===== config.mk =====
export PLATFORM = sky130hd
export DESIGN_NAME = rgbe_scanline_rle_decoder_flat
export DESIGN_NICKNAME = d
export VERILOG_FILES = /design/src/rtl/rgbe_rle_pkg.sv /design/src/rtl/rgbe_byte_if.sv /design/src/rtl/rgbe_desc_if.sv /design/src/rtl/rgbe_rle_front.sv /design/src/rtl/rgbe_rle_queue.sv /design/src/rtl/rgbe_rle_back.sv /design/src/rtl/rgbe_scanline_rle_decoder.sv /design/src/flat_wrapper.sv
export SDC_FILE = /design/constraint.sdc
export NUM_CORES = 1
export LEC_CHECK = 0
export BUFFER_PORTS_ARGS = -buffer_cell sky130_fd_sc_hd__buf_2
export CORE_MARGIN = 5
export CORE_UTILIZATION = 25
export CTS_CLUSTER_DIAMETER = 40
export DETAILED_ROUTE_END_ITERATION = 16
export GPL_ROUTABILITY_DRIVEN = 0
export PLACE_DENSITY_LB_ADDON = 0.3
export SYNTH_ARGS = -nofsm -noshare
export SYNTH_HDL_FRONTEND = slang
export SYNTH_SLANG_ARGS = --single-unit

===== constraint.sdc =====
create_clock -name clk -period 12.65 [get_ports clk]
set_input_delay 0 -clock clk [delete_from_list [all_inputs] [get_ports clk]]
set_output_delay 0 -clock clk [all_outputs]
set_load 0.02 [all_outputs]

===== src/rtl/rgbe_rle_pkg.sv =====
// ----------------------------------------------------------------------------
// rgbe_rle_pkg
// Shared types and constants for the RGBE scanline run-length decoder.
// ----------------------------------------------------------------------------
package rgbe_rle_pkg;

    localparam logic [7:0] HDR_BYTE  = 8'd2;
    localparam logic [1:0] EXP_PLANE = 2'd3;

    // command queue between front and back
    localparam int QUEUE_DEPTH = 2;
    localparam int QUEUE_PTR_W = (QUEUE_DEPTH > 1) ? $clog2(QUEUE_DEPTH) : 1;
    localparam int QUEUE_CNT_W = $clog2(QUEUE_DEPTH + 1);

    typedef enum logic [2:0] {
        PH_HDR0 = 3'd0,
        PH_HDR1 = 3'd1,
        PH_WHI  = 3'd2,
        PH_WLO  = 3'd3,
        PH_CODE = 3'd4,
        PH_LIT  = 3'd5,
        PH_RUNV = 3'd6
    } phase_t;

    typedef enum logic [1:0] {
        ST_OK         = 2'd0,
        ST_BAD_HEADER = 2'd1,
        ST_OVERRUN    = 2'd2
    } status_t;

    // one descriptor as the front hands it to the back
    typedef struct packed {
        logic [1:0]  channel;
        logic [15:0] start_column;
        logic [6:0]  run_count;
        logic [7:0]  fill_value;
        logic        line_done;
        status_t     status;
        logic        eol;        // scanline finished or abandoned: bump row
    } cmd_t;

endpackage


===== src/rtl/rgbe_byte_if.sv =====
// ----------------------------------------------------------------------------
// rgbe_byte_if
// Valid/ready channel carrying one encoded stream byte per beat.
// ----------------------------------------------------------------------------
interface rgbe_byte_if;
    logic       valid;
    logic       ready;
    logic [7:0] stream_byte;

    modport source (output valid, output stream_byte, input ready);
    modport sink   (input valid, input stream_byte, output ready);
endinterface


===== src/rtl/rgbe_desc_if.sv =====
// ----------------------------------------------------------------------------
// rgbe_desc_if
// Valid/ready channel carrying one fill descriptor per beat.
// ----------------------------------------------------------------------------
interface rgbe_desc_if;
    logic        valid;
    logic        ready;
    logic [1:0]  channel;
    logic [15:0] start_column;
    logic [6:0]  run_count;
    logic [7:0]  fill_value;
    logic [15:0] row_index;
    logic        line_done;
    logic [1:0]  status;

    modport source (output valid, output channel, output start_column, output run_count,
                    output fill_value, output row_index, output line_done, output status,
                    input ready);
    modport sink   (input valid, input channel, input start_column, input run_count,
                    input fill_value, input row_index, input line_done, input status,
                    output ready);
endinterface


===== src/rtl/rgbe_rle_front.sv =====
// ----------------------------------------------------------------------------
// rgbe_rle_front
// Byte parser: header, width, codes, literal and run bytes; builds commands.
// ----------------------------------------------------------------------------
module rgbe_rle_front
    import rgbe_rle_pkg::*;
(
    input  logic        clk,
    input  logic        rst_n,
    rgbe_byte_if.sink   stream,
    input  logic        cmd_ready,
    output logic        cmd_valid,
    output cmd_t        cmd
);

    phase_t      phase_reg,    phase_next;
    logic [15:0] width_reg,    width_next;
    logic [1:0]  plane_reg,    plane_next;
    logic [15:0] column_reg,   column_next;
    logic [6:0]  lit_left_reg, lit_left_next;
    logic [6:0]  rep_len_reg,  rep_len_next;
    logic        clip_reg,     clip_next;

    logic        fire;
    logic [7:0]  b;
    logic [15:0] room;
    logic [6:0]  code_len;
    logic        code_over;
    logic [6:0]  lit_dec;
    logic [6:0]  fill_cnt;
    logic [16:0] next_col;
    logic        reach_end;
    logic        last_plane;
    logic        end_now;

    assign stream.ready = cmd_ready;
    assign fire         = stream.valid && cmd_ready;
    assign b            = stream.stream_byte;

    assign room       = width_reg - column_reg;
    assign code_len   = b[6:0];
    assign code_over  = {9'd0, code_len} > room;
    assign lit_dec    = lit_left_reg - 7'd1;
    assign fill_cnt   = (phase_reg == PH_RUNV) ? rep_len_reg : 7'd1;
    assign next_col   = {1'b0, column_reg} + {10'd0, fill_cnt};
    assign reach_end  = next_col >= {1'b0, width_reg};
    assign last_plane = plane_reg == EXP_PLANE;

    // next state
    always_comb
    begin
        phase_next    = phase_reg;
        width_next    = width_reg;
        plane_next    = plane_reg;
        column_next   = column_reg;
        lit_left_next = lit_left_reg;
        rep_len_next  = rep_len_reg;
        clip_next     = clip_reg;
        end_now       = 1'b0;
        if (fire)
        begin
            unique case (phase_reg)
                PH_HDR0, PH_HDR1:
                begin
                    if (b != HDR_BYTE)
                        phase_next = PH_HDR0;
                    else
                        phase_next = (phase_reg == PH_HDR0) ? PH_HDR1 : PH_WHI;
                end
                PH_WHI:
                begin
                    width_next = {b, 8'h00};
                    phase_next = PH_WLO;
                end
                PH_WLO:
                begin
                    width_next  = {width_reg[15:8], b};
                    plane_next  = 2'd0;
                    column_next = 16'd0;
                    clip_next   = 1'b0;
                    if ({width_reg[15:8], b} == 16'd0)
                        end_now = 1'b1;
                    else
                        phase_next = PH_CODE;
                end
                PH_CODE:
                begin
                    if (!b[7])
                    begin
                        if (code_len != 7'd0)
                        begin
                            lit_left_next = code_over ? room[6:0] : code_len;
                            clip_next     = code_over;
                            phase_next    = PH_LIT;
                        end
                    end
                    else
                    begin
                        rep_len_next = code_over ? room[6:0] : code_len;
                        clip_next    = code_over;
                        phase_next   = PH_RUNV;
                    end
                end
                PH_LIT, PH_RUNV:
                begin
                    if (phase_reg == PH_LIT)
                        lit_left_next = lit_dec;
                    else
                        rep_len_next = 7'd0;
                    if (phase_reg == PH_LIT && lit_dec != 7'd0)
                        column_next = column_reg + 16'd1;
                    else if (phase_reg == PH_RUNV && rep_len_reg == 7'd0)
                        phase_next = PH_CODE;
                    else if (clip_reg)
                        end_now = 1'b1;
                    else if (reach_end)
                    begin
                        if (last_plane)
                            end_now = 1'b1;
                        else
                        begin
                            plane_next  = plane_reg + 2'd1;
                            column_next = 16'd0;
                            phase_next  = PH_CODE;
                        end
                    end
                    else
                    begin
                        column_next = next_col[15:0];
                        phase_next  = PH_CODE;
                    end
                end
                default:
                    phase_next = PH_HDR0;
            endcase
            if (end_now)
            begin
                plane_next    = 2'd0;
                column_next   = 16'd0;
                lit_left_next = 7'd0;
                rep_len_next  = 7'd0;
                clip_next     = 1'b0;
                phase_next    = PH_HDR0;
            end
        end
    end

    // command output
    always_comb
    begin
        cmd_valid        = 1'b0;
        cmd.channel      = plane_reg;
        cmd.start_column = column_reg;
        cmd.run_count    = fill_cnt;
        cmd.fill_value   = b;
        cmd.line_done    = 1'b0;
        cmd.status       = ST_OK;
        cmd.eol          = 1'b0;
        unique case (phase_reg)
            PH_HDR0, PH_HDR1:
            begin
                cmd_valid        = fire && (b != HDR_BYTE);
                cmd.channel      = 2'd0;
                cmd.start_column = 16'd0;
                cmd.run_count    = 7'd0;
                cmd.status       = ST_BAD_HEADER;
            end
            PH_WLO:
            begin
                // empty scanline: one closing descriptor
                cmd_valid        = fire && ({width_reg[15:8], b} == 16'd0);
                cmd.channel      = EXP_PLANE;
                cmd.start_column = 16'd0;
                cmd.run_count    = 7'd0;
                cmd.fill_value   = 8'd0;
                cmd.line_done    = 1'b1;
                cmd.eol          = 1'b1;
            end
            PH_LIT, PH_RUNV:
            begin
                if (phase_reg == PH_LIT)
                    cmd_valid = fire;
                else
                    cmd_valid = fire && (rep_len_reg != 7'd0);
                // ends a literal or a run: may close the plane
                if (phase_reg == PH_RUNV || lit_dec == 7'd0)
                begin
                    if (clip_reg)
                    begin
                        cmd.status = ST_OVERRUN;
                        cmd.eol    = 1'b1;
                    end
                    else
                    begin
                        cmd.line_done = reach_end && last_plane;
                        cmd.eol       = reach_end && last_plane;
                    end
                end
            end
            default:
                cmd_valid = 1'b0;
        endcase
    end

    always_ff @(posedge clk or negedge rst_n)
    begin
        if (!rst_n)
        begin
            phase_reg    <= PH_HDR0;
            width_reg    <= 16'd0;
            plane_reg    <= 2'd0;
            column_reg   <= 16'd0;
            lit_left_reg <= 7'd0;
            rep_len_reg  <= 7'd0;
            clip_reg     <= 1'b0;
        end
        else
        begin
            phase_reg    <= phase_next;
            width_reg    <= width_next;
            plane_reg    <= plane_next;
            column_reg   <= column_next;
            lit_left_reg <= lit_left_next;
            rep_len_reg  <= rep_len_next;
            clip_reg     <= clip_next;
        end
    end

    // inside a scanline the position never reaches the width
    a_column_in_line: assert property (@(posedge clk) disable iff (!rst_n)
        (phase_reg == PH_CODE || phase_reg == PH_LIT || phase_reg == PH_RUNV)
        |-> (column_reg < width_reg))
        else $error("column ran past line width");

    // header errors never fill columns or close a line
    a_bad_header_empty: assert property (@(posedge clk) disable iff (!rst_n)
        (cmd_valid && cmd.status == ST_BAD_HEADER)
        |-> (cmd.run_count == 7'd0 && !cmd.eol && !cmd.line_done))
        else $error("bad header descriptor carries a fill");

endmodule


===== src/rtl/rgbe_rle_queue.sv =====
// ----------------------------------------------------------------------------
// rgbe_rle_queue
// Short command queue decoupling the parser from the output stage.
// ----------------------------------------------------------------------------
module rgbe_rle_queue
    import rgbe_rle_pkg::*;
(
    input  logic clk,
    input  logic rst_n,
    input  logic push_valid,
    input  cmd_t push_cmd,
    output logic push_ready,
    output logic pop_valid,
    output cmd_t pop_cmd,
    input  logic pop_ready
);

    cmd_t                   entry_reg [QUEUE_DEPTH];
    logic [QUEUE_PTR_W-1:0] wr_ptr_reg, wr_ptr_next;
    logic [QUEUE_PTR_W-1:0] rd_ptr_reg, rd_ptr_next;
    logic [QUEUE_CNT_W-1:0] count_reg,  count_next;
    logic                   push;
    logic                   pop;

    assign push_ready = count_reg != QUEUE_CNT_W'(QUEUE_DEPTH);
    assign pop_valid  = count_reg != '0;
    assign pop_cmd    = entry_reg[rd_ptr_reg];
    assign push       = push_valid && push_ready;
    assign pop        = pop_valid && pop_ready;

    always_comb
    begin
        wr_ptr_next = wr_ptr_reg;
        rd_ptr_next = rd_ptr_reg;
        if (push)
            wr_ptr_next = (wr_ptr_reg == QUEUE_PTR_W'(QUEUE_DEPTH - 1)) ? '0
                        : wr_ptr_reg + QUEUE_PTR_W'(1);
        if (pop)
            rd_ptr_next = (rd_ptr_reg == QUEUE_PTR_W'(QUEUE_DEPTH - 1)) ? '0
                        : rd_ptr_reg + QUEUE_PTR_W'(1);
        count_next = count_reg + QUEUE_CNT_W'(push) - QUEUE_CNT_W'(pop);
    end

    always_ff @(posedge clk)
    begin
        if (push)
            entry_reg[wr_ptr_reg] <= push_cmd;
    end

    always_ff @(posedge clk or negedge rst_n)
    begin
        if (!rst_n)
        begin
            wr_ptr_reg <= '0;
            rd_ptr_reg <= '0;
            count_reg  <= '0;
        end
        else
        begin
            wr_ptr_reg <= wr_ptr_next;
            rd_ptr_reg <= rd_ptr_next;
            count_reg  <= count_next;
        end
    end

    a_count_bound: assert property (@(posedge clk) disable iff (!rst_n)
        count_reg <= QUEUE_CNT_W'(QUEUE_DEPTH))
        else $error("command queue overfilled");

endmodule


===== src/rtl/rgbe_rle_back.sv =====
// ----------------------------------------------------------------------------
// rgbe_rle_back
// Output stage: stamps the row number and holds the descriptor for the sink.
// ----------------------------------------------------------------------------
module rgbe_rle_back
    import rgbe_rle_pkg::*;
(
    input  logic          clk,
    input  logic          rst_n,
    input  logic          cmd_valid,
    input  cmd_t          cmd,
    output logic          cmd_ready,
    rgbe_desc_if.source   descriptor
);

    logic        out_valid_reg,  out_valid_next;
    cmd_t        out_cmd_reg;
    logic [15:0] out_row_reg;
    logic [15:0] row_count_reg,  row_count_next;
    logic        take;

    assign cmd_ready = !out_valid_reg || descriptor.ready;
    assign take      = cmd_valid && cmd_ready;

    always_comb
    begin
        out_valid_next = out_valid_reg;
        row_count_next = row_count_reg;
        if (take)
        begin
            out_valid_next = 1'b1;
            if (cmd.eol)
                row_count_next = row_count_reg + 16'd1;
        end
        else if (descriptor.ready)
            out_valid_next = 1'b0;
    end

    always_ff @(posedge clk)
    begin
        if (take)
        begin
            out_cmd_reg <= cmd;
            out_row_reg <= row_count_reg;
        end
    end

    always_ff @(posedge clk or negedge rst_n)
    begin
        if (!rst_n)
        begin
            out_valid_reg <= 1'b0;
            row_count_reg <= 16'd0;
        end
        else
        begin
            out_valid_reg <= out_valid_next;
            row_count_reg <= row_count_next;
        end
    end

    assign descriptor.valid        = out_valid_reg;
    assign descriptor.channel      = out_cmd_reg.channel;
    assign descriptor.start_column = out_cmd_reg.start_column;
    assign descriptor.run_count    = out_cmd_reg.run_count;
    assign descriptor.fill_value   = out_cmd_reg.fill_value;
    assign descriptor.row_index    = out_row_reg;
    assign descriptor.line_done    = out_cmd_reg.line_done;
    assign descriptor.status       = out_cmd_reg.status;

    // the row number only moves when a line-closing command is taken
    a_row_step: assert property (@(posedge clk) disable iff (!rst_n)
        (row_count_reg != $past(row_count_reg)) |-> $past(take && cmd.eol))
        else $error("row counter moved without a line end");

endmodule


===== src/rtl/rgbe_scanline_rle_decoder.sv =====
// ----------------------------------------------------------------------------
// rgbe_scanline_rle_decoder
// Adaptive RLE decoder for RGBE scanline pixel data, one byte per beat.
// ----------------------------------------------------------------------------
// Throughput: one stream byte per cycle, sustained, with the sink ready.
// After its byte is accepted, a descriptor is written into the queue and then into
//   the output register.
// Bytes that only advance the parser (good header bytes, a nonzero width, codes) give no beat.
// Reset (rst_n low, async): parser waits for the first header byte, row
//   counter is zero, command queue and output register are empty.
// ----------------------------------------------------------------------------
module rgbe_scanline_rle_decoder
    import rgbe_rle_pkg::*;
(
    input  logic        clk,
    input  logic        rst_n,
    rgbe_byte_if.sink   stream,
    rgbe_desc_if.source descriptor
);

    // Front: owns the whole parse state (phase, width, plane, column,
    // literal/run counts, clip flag) and emits at most one command per byte.
    // Clipping needs the live column, so plane/column tracking stays here.
    logic front_valid;
    cmd_t front_cmd;
    logic front_ready;

    // Back: stamps the row number and advances it on every line end,
    // including an abandoned (overrun) line.
    logic back_valid;
    cmd_t back_cmd;
    logic back_ready;

    rgbe_rle_front u_front (
        .clk       (clk),
        .rst_n     (rst_n),
        .stream    (stream),
        .cmd_ready (front_ready),
        .cmd_valid (front_valid),
        .cmd       (front_cmd)
    );

    // Two-entry queue: the parser keeps taking bytes while a finished
    // descriptor waits at the output.
    rgbe_rle_queue u_queue (
        .clk        (clk),
        .rst_n      (rst_n),
        .push_valid (front_valid),
        .push_cmd   (front_cmd),
        .push_ready (front_ready),
        .pop_valid  (back_valid),
        .pop_cmd    (back_cmd),
        .pop_ready  (back_ready)
    );

    rgbe_rle_back u_back (
        .clk        (clk),
        .rst_n      (rst_n),
        .cmd_valid  (back_valid),
        .cmd        (back_cmd),
        .cmd_ready  (back_ready),
        .descriptor (descriptor)
    );

endmodule

===== src/flat_wrapper.sv =====
// flat-port wrapper written by rule: the top's interface ports become plain ports
module rgbe_scanline_rle_decoder_flat import rgbe_rle_pkg::*;
  (clk, rst_n, stream_valid, stream_stream_byte, stream_ready, descriptor_valid, descriptor_channel, descriptor_start_column, descriptor_run_count, descriptor_fill_value, descriptor_row_index, descriptor_line_done, descriptor_status, descriptor_ready);
  rgbe_byte_if stream_i ();
  rgbe_desc_if descriptor_i ();
  input  logic clk;
  input  logic rst_n;
  input wire logic [$bits(stream_i.valid)-1:0] stream_valid;
  input wire logic [$bits(stream_i.stream_byte)-1:0] stream_stream_byte;
  output wire logic [$bits(stream_i.ready)-1:0] stream_ready;
  output wire logic [$bits(descriptor_i.valid)-1:0] descriptor_valid;
  output wire logic [$bits(descriptor_i.channel)-1:0] descriptor_channel;
  output wire logic [$bits(descriptor_i.start_column)-1:0] descriptor_start_column;
  output wire logic [$bits(descriptor_i.run_count)-1:0] descriptor_run_count;
  output wire logic [$bits(descriptor_i.fill_value)-1:0] descriptor_fill_value;
  output wire logic [$bits(descriptor_i.row_index)-1:0] descriptor_row_index;
  output wire logic [$bits(descriptor_i.line_done)-1:0] descriptor_line_done;
  output wire logic [$bits(descriptor_i.status)-1:0] descriptor_status;
  input wire logic [$bits(descriptor_i.ready)-1:0] descriptor_ready;
  assign stream_i.valid = stream_valid;
  assign stream_i.stream_byte = stream_stream_byte;
  assign stream_ready = stream_i.ready;
  assign descriptor_valid = descriptor_i.valid;
  assign descriptor_channel = descriptor_i.channel;
  assign descriptor_start_column = descriptor_i.start_column;
  assign descriptor_run_count = descriptor_i.run_count;
  assign descriptor_fill_value = descriptor_i.fill_value;
  assign descriptor_row_index = descriptor_i.row_index;
  assign descriptor_line_done = descriptor_i.line_done;
  assign descriptor_status = descriptor_i.status;
  assign descriptor_i.ready = descriptor_ready;
  rgbe_scanline_rle_decoder u_core (.clk(clk), .rst_n(rst_n), .stream(stream_i), .descriptor(descriptor_i));
endmodule

* Yosys cells after proc, flatten, opt, wreduce, memory -nomap -nowiden
Memory sizes are Yosys's and may differ from the RTL's.
Cells that the tools add are included.
** Cells by class
- $add $sub $neg :: 10
- Magnitude comparators :: 2
- Equality and inequality tests :: 26
- Mux-type cells :: 67
- Bitwise gates (word level) :: 1
- Reductions and logical operators :: 36
** Operator list (count)
- $mux 16 :: 6
- $pmux 16 s2 :: 2
- $mux 7 :: 9
- $pmux 25 s2 :: 1
- $ne 3x3->1 const B :: 11
- $add 16x1->16 const B :: 2
- $pmux 7 s2 :: 2
- $mux 3 :: 9
- $reduce_bool 7->1 :: 3
- $mux 1 :: 19
- $mux 2 :: 9
- $add 16x7->17 :: 1
- $ge 17x16->1 :: 1
- $gt 7x16->1 :: 1
- $logic_not 16->1 :: 1
- $ne 4x4->1 const B :: 4
- $sub 16x16->16 :: 1
- $pmux 3 s5 :: 1
- $logic_not 7->1 :: 2
- $ne 5x5->1 const B :: 2
- $reduce_and 5->1 :: 2
- $eq 3x3->1 const B :: 3
- $logic_and 1x1->1 :: 9
- $reduce_bool 3->1 :: 3
- 26 further kinds :: 38
** Word-level totals
- Register bits after elaboration :: 125
- Memory bits (writable) :: 74
- Output and inout port bits :: 54
- Word-level logic and storage cells :: 163
- Memories :: 1
** Memories
- u_core.u_queue.entry_reg :: depth 2, width 37, read ports 1, clocked after memory_dff 0, wr ports 1, line rgbe_rle_queue.sv:18 : cmd_t entry_reg [QUEUE_DEPTH];

* Depth between registers and ports, before layout
Gate-level depths: netlist of run 1.
- Depth in word-level cells :: 12
- Depth in mapped cells :: 23
- Depth with buffers taken out :: 21

* Hierarchy
Synthesis of run 1 repeated with hierarchy kept, for this count alone.
** Second synthesis, totals
- Cell total of the unflattened synthesis :: 930
- Area total of the unflattened synthesis :: 10461.3 um^2
** By module, submodules not included
- rgbe_rle_front :: times used 1, cells an instance 674, area an instance 5226.3 um^2, seq. area each 1301.2 um^2
- rgbe_rle_queue :: times used 1, cells an instance 137, area an instance 2892.8 um^2, seq. area each 2322.2 um^2
- rgbe_rle_back :: times used 1, cells an instance 119, area an instance 2342.2 um^2, seq. area each 1986.9 um^2

* Worst setup path before layout of run 1
No wires, ideal clock.
- Path type :: register to register
- Start :: register u_core.u_front.phase_reg[2]
- End :: register u_core.u_front.column_reg[9]
- Arrival :: 4892 ps
- Required time :: 12559 ps
- Path slack :: 7667 ps
- Stages on the path, launching flop included :: 22
- Buffers on the path :: 1
- Cell sequence :: dfrtp_1 > clkbuf_2 > inv_1 > nor3_2 > nand2_1 > ha_1 > fa_1 > o21ai_0 > a221oi_2 > a211oi_2 > a211oi_4 > nand3_1 > xnor2_1 > ha_1 > a22oi_1 > o211ai_1 > a221oi_1 > nor3b_1 > o41ai_2 > o21ai_1 > or4b_1 > o221ai_1
** Between the ends
- Cells in the longest elaborated chain, start to end :: 12
- Elaborated cells on any way between the ends :: 26
- Those cells by class :: add/sub (1); order compare (1); eq/ne (6); mux (13); reduce/logical (5)
** Ends and longest elaborated chain
- start, declared :: line rgbe_rle_front.sv:16 : phase_t phase_reg, phase_next;
- start signal, assigned :: line rgbe_rle_front.sv:219 : phase_reg <= phase_next;
- $eq 3x3->1 :: line rgbe_rle_front.sv:44, rgbe_rle_front.sv:62, rgbe_rle_front.sv:112
- $mux 7 :: line rgbe_rle_front.sv:44 : assign fill_cnt = (phase_reg == PH_RUNV) ? rep_len_reg : 7'd1;
- $add 16x7->17 :: line rgbe_rle_front.sv:45 : assign next_col = {1'b0, column_reg} + {10'd0, fill_cnt};
- $ge 17x16->1 :: line rgbe_rle_front.sv:46 : assign reach_end = next_col >= {1'b0, width_reg};
- $mux 1 :: line rgbe_rle_front.sv:116 : else if (reach_end)
- $mux 1 :: line rgbe_rle_front.sv:114 : else if (clip_reg)
- $mux 1 :: line rgbe_rle_front.sv:112 : else if (phase_reg == PH_RUNV && rep_len_reg == 7'd0)
- $mux 1 :: line rgbe_rle_front.sv:110 : if (phase_reg == PH_LIT && lit_dec != 7'd0)
- $pmux 1 s2 :: line rgbe_rle_front.sv:62 : unique case (phase_reg)
- $mux 1 :: line rgbe_rle_front.sv:60 : if (fire)
- $ne 5x5->1 (no line) (tied with other cells)
- $reduce_and 5->1 (no line)
- end signal, assigned :: line rgbe_rle_front.sv:222 : column_reg <= column_next;
- end, declared :: line rgbe_rle_front.sv:19 : logic [15:0] column_reg, column_next;
Parallel ways exist; a longest one is shown, timed or not. The select of a mux whose other input is x is not followed.
A chain may end at the register's enable or synchronous reset.

* Worst setup path after layout of run 1
- Start :: register u_core.u_front.phase_reg[2]
- End :: register u_core.u_front.lit_left_reg[4]
** Between the ends
- Cells in the longest elaborated chain, start to end :: 12
- Elaborated cells on any way between the ends :: 23
- Those cells by class :: add/sub (1); order compare (1); eq/ne (7); mux (9); reduce/logical (5)
** Ends and longest elaborated chain
- $eq 3x3->1 :: line rgbe_rle_front.sv:44, rgbe_rle_front.sv:62, rgbe_rle_front.sv:112
- $mux 7 :: line rgbe_rle_front.sv:44
- $add 16x7->17 :: line rgbe_rle_front.sv:45
- $ge 17x16->1 :: line rgbe_rle_front.sv:46
- $mux 1 :: line rgbe_rle_front.sv:116
- $mux 1 :: line rgbe_rle_front.sv:114
- $mux 1 :: line rgbe_rle_front.sv:112
- $mux 1 :: line rgbe_rle_front.sv:110
- $pmux 1 s2 :: line rgbe_rle_front.sv:62
- $mux 1 :: line rgbe_rle_front.sv:60
- $ne 3x3->1 (no line) / $reduce_bool 3->1 (equally long branches)
- $reduce_and 5->1 (no line)
- end signal, assigned :: line rgbe_rle_front.sv:223 : lit_left_reg <= lit_left_next;
- end, declared :: line rgbe_rle_front.sv:20 : logic [6:0] lit_left_reg, lit_left_next;
Parallel ways exist; a longest one is shown, timed or not. The select of a mux whose other input is x is not followed.

==> impl_summary.log, run 1 <==
INFO  metric startpoint_of_the_most_critical_register_to_register_path = u_core.u_front.phase_reg[2]
INFO  metric yosysWarningCount = 0
INFO  metric htree_levels = 4
INFO  metric slew-limit-headroom = 16.2%
INFO  metric route.antenna.remaining_nets = 0
INFO  metric hold_path.class = input pin to flop
INFO  metric detailed_routing_iteration_count_for_the_pre_antenna_repair_pass = 5
INFO  metric ys_seq_elements = 199
INFO  metric clockBufferDepth = 2
INFO  metric max-cap-violations = 0
INFO  metric critPathBufInv = 1
INFO  metric worstPathCellList = inv_1 > nor3_2 > nand2_1 > ha_1 > fa_1 > o21ai_0 > a221oi_2 > a211oi_2 > a211oi_4 > nand3_1 > xnor2_1 > ha_1 > a22oi_1 > o211ai_1 > a221oi_1 > nor3b_1 > o31a_1 > a21oi_1 > or2_1 > o221ai_2
INFO  metric totalNegativeSetupSlack = 0 ns
INFO  metric fp.coreArea = 41,900 sq um
INFO  metric power = 3.20 mW
INFO  metric grt_first_pass_wirelength = 43.2 mm
INFO  metric worst_setup_path_start_kind = flop
INFO  metric die_height = 216 um
INFO  metric port-buffer-count = 65
INFO  metric layout.area.seq = 5610 sq um
INFO  metric via_count_of_the_first_global_routing_pass = 7,428
INFO  metric synth.avg_cell_area = 11.5 sq um
INFO  metric effective_utilization_at_floorplan = 25.3%
INFO  metric dpl.hpwl = 19.8 mm
INFO  metric worstMarginPinSlew = 1.26 ns
INFO  metric n_fill_cell = 4,293
INFO  metric worst_ep_required_time = 12.93 ns
INFO  metric setup.worst_path.start = u_core.u_front.phase_reg[2]
INFO  metric crit_path_max_fanout = 17
INFO  metric die_w = 216 um
INFO  metric final_net_count = 1,056
INFO  metric drc = 0
INFO  metric die_area = 46,600 sq um
INFO  metric cp_common_cell = sky130_fd_sc_hd__ha_1
INFO  metric syn-num-nets = 986
INFO  metric post_route_clock_skew = 0.0172 ns
INFO  metric synth_enable_flop_cells = 126
INFO  metric detail_route.iter0.violations = 534
INFO  metric hold_start = stream_valid
INFO  metric cts_inserted_buffers = 17
INFO  metric synth-async-reset-ratio = 36.7%
INFO  metric period_share = 51.0%
INFO  metric globalRouteTotalUtil = 11.6%
INFO  metric critical-path-top-delay-family = compound AO/OA/AOI/OAI gates
INFO  metric critical_path_class = flop to flop
INFO  metric grt_setup_unrepaired = no
INFO  metric report.final.slew_viol_count = 0
INFO  metric diodes = 0
INFO  metric avgRoutedWirePerCell = 17.6 um
INFO  metric yosysSeqAreaShare = 53.0%
INFO  metric multiInputGateArea = 4630 sq um
INFO  metric floorplan.rows = 75
INFO  metric ys_types = 86
INFO  metric finalSetupViolCount = 0
INFO  metric flip_flop_count_of_the_largest_register_all_copies_and_words_added = 74
INFO  metric pin_count_of_the_biggest_net_entering_global_routing = 74
INFO  metric area.growth.synth_to_final = 15.1%
INFO  metric detailroute.via_count = 7,438
INFO  metric mappedNetlistArea = 10,600 sq um
INFO  metric dominant_synthesized_flop_cell = sky130_fd_sc_hd__edfxtp_1
INFO  metric gr-total-overflow = 0
INFO  metric clock_latency = 0.44 ns
INFO  metric wl = 27.2 mm
INFO  metric finalWorstPathRequiredPeriod = 6.46 ns
INFO  metric post_drt_via_cell_ratio = 4.81
INFO  metric power_leakage = 4.74 nW
INFO  metric clock.fmax = 155 MHz
INFO  metric cts-root-buf = sky130_fd_sc_hd__clkbuf_16
INFO  metric number_of_antenna_violations_at_the_first_check_in_global_routing = 0
INFO  metric postCtsSetupBuffers = 0
INFO  metric critPathCaptureType = flop
INFO  metric clock-sinks = 199
INFO  metric post_cts_resized = 0
INFO  metric clk_pin_slew_worst_paths = 0.09 ns
INFO  metric ioPinCount = 66
INFO  metric cts_tree = built
INFO  metric power_per_cell_area = 262 nW/um^2
INFO  metric layout-drive-gt1-share = 17.7%
INFO  metric vdd_drop_max = 119 uV
INFO  metric cp_data_arrival_time = 6.74 ns
INFO  metric netlist_instances = 923
INFO  metric run_status = finished clean
INFO  metric worst_path_max_delay_cell = sky130_fd_sc_hd__a21oi_1
INFO  metric crit_path_max_incr_delay = 0.96 ns
INFO  metric timing_hold_violations_final = 0
[cell usage in the layout (no fill, tap or decap), drive strengths merged, types with 7 or more instances in the layout]
| cell | count |
|---|---|
| a211oi | 10 |
| a21o | 7 |
| a21oi | 37 |
| a22o | 13 |
| and3 | 12 |
| buf | 71 |
| clkbuf | 17 |
| clkinv | 9 |
| dfrtp | 73 |
| dlygate4sd3 | 10 |
| edfxtp | 126 |
| ha | 49 |
| inv | 70 |
| mux2 | 52 |
| mux2i | 11 |
| nand2 | 65 |
| nand2b | 16 |
| nand3 | 29 |
| nand4 | 7 |
| nor2 | 61 |
| nor2b | 15 |
| nor3 | 20 |
| o211ai | 8 |
| o21ai | 45 |
| o221ai | 8 |
| o22ai | 9 |
| or4 | 7 |
| xnor2 | 33 |
| xor2 | 12 |
[logic make-up (layout without fill, tap and decap cells)]
family | Yosys count | in the layout | synth area share, %
DFF | 199 | 199 | 53.0
and+or+nand+nor | 269 | 269 | 12.9
AOI/OAI and AO/OA | 200 | 200 | 14.1
adders and majority gates | 52 | 52 | 6.26
buffers and inverters | 95 | 178 | 3.47
muxes | 63 | 63 | 6.57
xor gates and xnor gates | 45 | 45 | 3.72
[power breakdown]
part           total (mW)  switching [mW]  internal (mW)
clock               0.527           0.266          0.261
combinational        1.60           0.987          0.610
sequential           1.07           0.141          0.932
total                3.20            1.39           1.80
[cells in the mapped netlist (all sizes together) (12+ instances only)]
library cell	instances	area [sq um]
ha	49	613
nand3	29	145
xor2	12	105
inv	64	240
nor2b	15	93.8
edfxtp	126	3780
mux2	52	586
nor2	61	229
clkbuf	24	91.3
a22o	13	115
a21oi	37	185
o21ai	45	225
and3	12	75.1
xnor2	33	289
nor3	20	105
nand2	65	244
nand2b	16	100
dfrtp	73	1830
[routing by layer]
layer	vias to the layer above	track usage, %	share of wire (%)
met5	-	0	0
met4	0	3.58	1.4
met3	21	1.95	3.7
met2	185	18.3	46
met1	3642	16.4	48
li1	3590	-	-
[per-stage QoR]
stage,worst slack [ns],cell area (sq um),std cells,util (%),hold WS [ns]
floorplan,7.67,10600,923,-,-0.296
CTS,6.23,12200,1545,29.1,0.134
finish,6.19,12200,1545,29.1,0.151
global route,5.70,12200,1545,29.1,0.167
global placement,6.52,11500,1503,27.5,0.245
detailed placement,6.26,11500,1503,27.5,0.244
[worst paths after layout]
path                                                   end  slack (ns)  cells past startpoint
max in group asynchronous   u_core.u_back.row_count_reg[9]       11.71                      2
min reg2reg                u_core.u_back.row_count_reg[15]        0.48                      1
max reg2reg                 u_core.u_front.lit_left_reg[4]        6.19                     20
min                            u_core.u_front.phase_reg[1]        0.15                      3
max                         u_core.u_front.lit_left_reg[4]        6.19                     20
min in group asynchronous    u_core.u_front.column_reg[12]        0.28                      2
[repair_timing]
| item | CTS | global route |
|---|---|---|
| endpoints found under the setup margin | 0 | 0 |
| hold endpoints to repair | 89 | 0 |
| hold buffers | 10 | 0 |
[final cells by class]
| cell class | instances | area share [%] |
|---|---|---|
| inverter | 65 | 2.00 |
| timing repair buffer | 81 | 3.88 |
| tap | 539 | 5.53 |
| clock inverter | 15 | 1.15 |
| sequential | 199 | 46.0 |
| clock buffer | 17 | 3.49 |
| multi-input combinational | 629 | 38.0 |
[worst min-delay path, stage by stage]
cell,delay (ns)
sky130_fd_sc_hd__buf_2,0.12
sky130_fd_sc_hd__and2_1,0.22
sky130_fd_sc_hd__o221ai_1,0.20
(Power assumes the default switching activity.)
==> run 2, diff against run 1 <==
Clock period 12.65 ns to 5.7 ns, I/O delays scaled along.
==> run 2 against run 1 <==
Critical path depth unchanged. Register-to-register slack got worse by 5.7 ns. Total power increased by 120%. Combinational power increased by 130%. Die area unchanged. Via count increased by 0.98%. Flip-flop and latch count unchanged.
==> impl_summary.log, run 2 (synthesized netlist as in run 1, its figures left out) <==
INFO  metric drc = 0 (unchanged)
INFO  metric finalWorstPathRequiredPeriod = 5.25 ns (-1.21 ns)
INFO  metric fp.coreArea = 41,900 sq um (unchanged)
INFO  metric pin_count_of_the_biggest_net_entering_global_routing = 56 (-24%)
INFO  metric layout.cells.most_common = sky130_fd_sc_hd__edfxtp_1
INFO  metric critPathCaptureType = flop
INFO  metric route.antenna.remaining_nets = 0 (unchanged)
INFO  metric r2r.worst_path.cells = 20 (unchanged)
INFO  metric whs_path_depth = 3 (unchanged)
INFO  metric globalRouteTotalUtil = 11.7% (+0.066 points)
INFO  metric post_drt_via_cell_ratio = 4.81 (about the same)
INFO  metric die_w = 216 um (unchanged)
INFO  metric worst_setup_path_start_kind = flop
INFO  metric crit_path_max_fanout = 10 (-7)
INFO  metric clock.fmax = 191 MHz (+23%)
INFO  metric worstMarginPinSlew = 1.14 ns (-0.119 ns)
INFO  metric ioPinCount = 66 (unchanged)
INFO  metric grt_first_pass_wirelength = 43.5 mm (+0.70%)
INFO  metric vdd_drop_max = 234 uV (+97%)
INFO  metric power_per_cell_area = 583 nW/um^2 (+120%)
INFO  metric post_route_clock_skew = 0.0367 ns (+0.0196 ns)
INFO  metric clk_pin_slew_worst_paths = 0.08 ns (about the same)
INFO  metric hold_path.class = input pin to flop
INFO  metric via_count_of_the_first_global_routing_pass = 7,603 (+2.4%)
INFO  metric cts_tree = built
INFO  metric area.growth.synth_to_final = 16.3%
INFO  metric grt_setup_unrepaired = no
INFO  metric finalSetupViolCount = 0 (unchanged)
INFO  metric detailroute.via_count = 7,511 (+0.98%)
INFO  metric flip_flop_count_of_the_largest_register_all_copies_and_words_added = 74 (unchanged)
INFO  metric timing_hold_violations_final = 0 (unchanged)
INFO  metric number_of_antenna_violations_at_the_first_check_in_global_routing = 1 (+1)
INFO  metric power_leakage = 4.81 nW (+1.4%)
INFO  metric n_fill_cell = 4,298 (+0.12%)
INFO  metric floorplan.rows = 75 (unchanged)
INFO  metric layout-drive-gt1-share = 18.9% (+1.2 points)
INFO  metric cp_data_arrival_time = 5.60 ns (-1.14 ns)
INFO  metric slew-limit-headroom = 24.0% (+7.8 points)
INFO  metric cts-root-buf = sky130_fd_sc_hd__clkbuf_16
INFO  metric detail_route.iter0.violations = 336 (-37%)
INFO  metric htree_levels = 4 (unchanged)
INFO  metric effective_utilization_at_floorplan = 25.3% (unchanged)
INFO  metric worst_ep_required_time = 6.05 ns (-6.88 ns)
INFO  metric avgRoutedWirePerCell = 17.6 um (about the same)
INFO  metric run_status = finished clean
INFO  metric clock-sinks = 199 (unchanged)
INFO  metric die_height = 216 um (unchanged)
INFO  metric critical_path_class = flop to flop
INFO  metric report.final.slew_viol_count = 0 (unchanged)
INFO  metric dpl.hpwl = 20.3 mm (+2.3%)
INFO  metric final_net_count = 1,069 (+1.2%)
INFO  metric period_share = 92.1% (+41 points)
INFO  metric detailed_routing_iteration_count_for_the_pre_antenna_repair_pass = 5 (unchanged)
INFO  metric clockBufferDepth = 2 (unchanged)
INFO  metric die_area = 46,600 sq um (unchanged)
INFO  metric totalNegativeSetupSlack = 0 ns (unchanged)
INFO  metric wl = 27.5 mm (+0.95%)
INFO  metric final_util = 29.4% (+0.29 points)
INFO  metric port-buffer-count = 65 (unchanged)
INFO  metric most-common-layout-cells = sky130_fd_sc_hd__edfxtp_1 (126), sky130_fd_sc_hd__dfrtp_1 (73), sky130_fd_sc_hd__nand2_1 (65)
INFO  metric max-cap-violations = 0 (unchanged)
INFO  metric cts_inserted_buffers = 17 (unchanged)
INFO  metric clock_latency = 0.46 ns (+0.02 ns)
INFO  metric gr-total-overflow = 0 (unchanged)
==> run 2: worst max-delay path, cell delays in order, from the launching register on <==
cell	delay, ns
sky130_fd_sc_hd__dfrtp_1	0.45
sky130_fd_sc_hd__nor2b_1	0.23
sky130_fd_sc_hd__nand2_1	0.10
sky130_fd_sc_hd__nor2_1	0.20
sky130_fd_sc_hd__fa_1	0.29
sky130_fd_sc_hd__o21ai_1	0.13
sky130_fd_sc_hd__a221oi_1	0.35
sky130_fd_sc_hd__a211oi_2	0.12
sky130_fd_sc_hd__a211oi_4	0.49
sky130_fd_sc_hd__nand3_1	0.16
sky130_fd_sc_hd__xnor2_1	0.16
sky130_fd_sc_hd__ha_1	0.32
sky130_fd_sc_hd__a22oi_1	0.20
sky130_fd_sc_hd__o211ai_1	0.12
sky130_fd_sc_hd__a221oi_1	0.30
sky130_fd_sc_hd__nor3b_1	0.10
sky130_fd_sc_hd__buf_4	0.16
sky130_fd_sc_hd__o41ai_2	0.45
sky130_fd_sc_hd__o21ai_1	0.19
sky130_fd_sc_hd__or4b_1	0.54
sky130_fd_sc_hd__o221ai_1	0.08
==> run 2: layout make-up <==
class / count / area (sq um) / area share [%]
diodes: 2 / 5.00 / 0.0406
clock buffers: 19 / 443 / 3.59
clock inverters: 13 / 134 / 1.09
inverters: 65 / 244 / 1.98
multi-input cells: 629 / 4640 / 37.6
flip-flops and latches: 199 / 5610 / 45.5
well taps: 539 / 674 / 5.47
repair buffers: 94 / 573 / 4.65
==> run 2: power breakdown <==
part           internal, mW  total, mW  switching [mW]  leakage (nW)
Sequential             2.07       2.36           0.294          2.15
Clock                 0.595       1.20           0.604         0.282
Combinational          1.40       3.62            2.22          2.38
Total                  4.06       7.19            3.12          4.81
==> run 2: path summary, 6_finish.rpt <==
kind                                                   endpoint                             from  slack (ns)
worst max-delay path               u_core.u_front.column_reg[9]      u_core.u_front.phase_reg[0]        0.45
worst min-delay path                u_core.u_front.phase_reg[1]                     stream_valid        0.12
worst max register to register     u_core.u_front.column_reg[9]      u_core.u_front.phase_reg[0]        0.45
worst min register to register  u_core.u_back.row_count_reg[13]  u_core.u_back.row_count_reg[13]        0.49
max in group asynchronous       u_core.u_back.row_count_reg[10]                            rst_n        4.38
min in group asynchronous         u_core.u_front.column_reg[13]                            rst_n        0.27
==> run 2: what timing repair did <==
| action | 4_1_cts | 5_1_grt |
|---|---|---|
| hold buffers | 11 | 0 |
| setup endpoints to repair | 0 | 15 |
| buffers inserted | 0 | 0 |
| hold endpoints to repair | 35 | 0 |
| gates resized for setup | 0 | 2 |
==> run 2: stage by stage <==
| step | hold slack (ns) | area, sq um | cells | setup slack (ns) | total power, mW |
|---|---|---|---|---|---|
| 2_1_floorplan | -0.296 | 10600 | 923 | 0.717 | 4.93 |
| 3_3_place_gp | -0.0884 | 11600 | 1515 | 0.519 | 6.00 |
| 3_5_place_dp | -0.0953 | 11600 | 1515 | 0.406 | 6.03 |
| 4_1_cts | 0.106 | 12300 | 1558 | 0.341 | 7.26 |
| 5_1_grt | 0.142 | 12300 | 1559 | 0.127 | 7.71 |
| 6_report | 0.121 | 12300 | 1560 | 0.451 | 7.19 |
==> run 2: per-layer routing <==
layer	track usage [%]	routed length (um)	part of all wire (%)
met1	16.3	13200	48
met2	18.5	12700	46
met3	1.82	1170	4.2
met4	4.01	492	1.8
met5	0	0	0
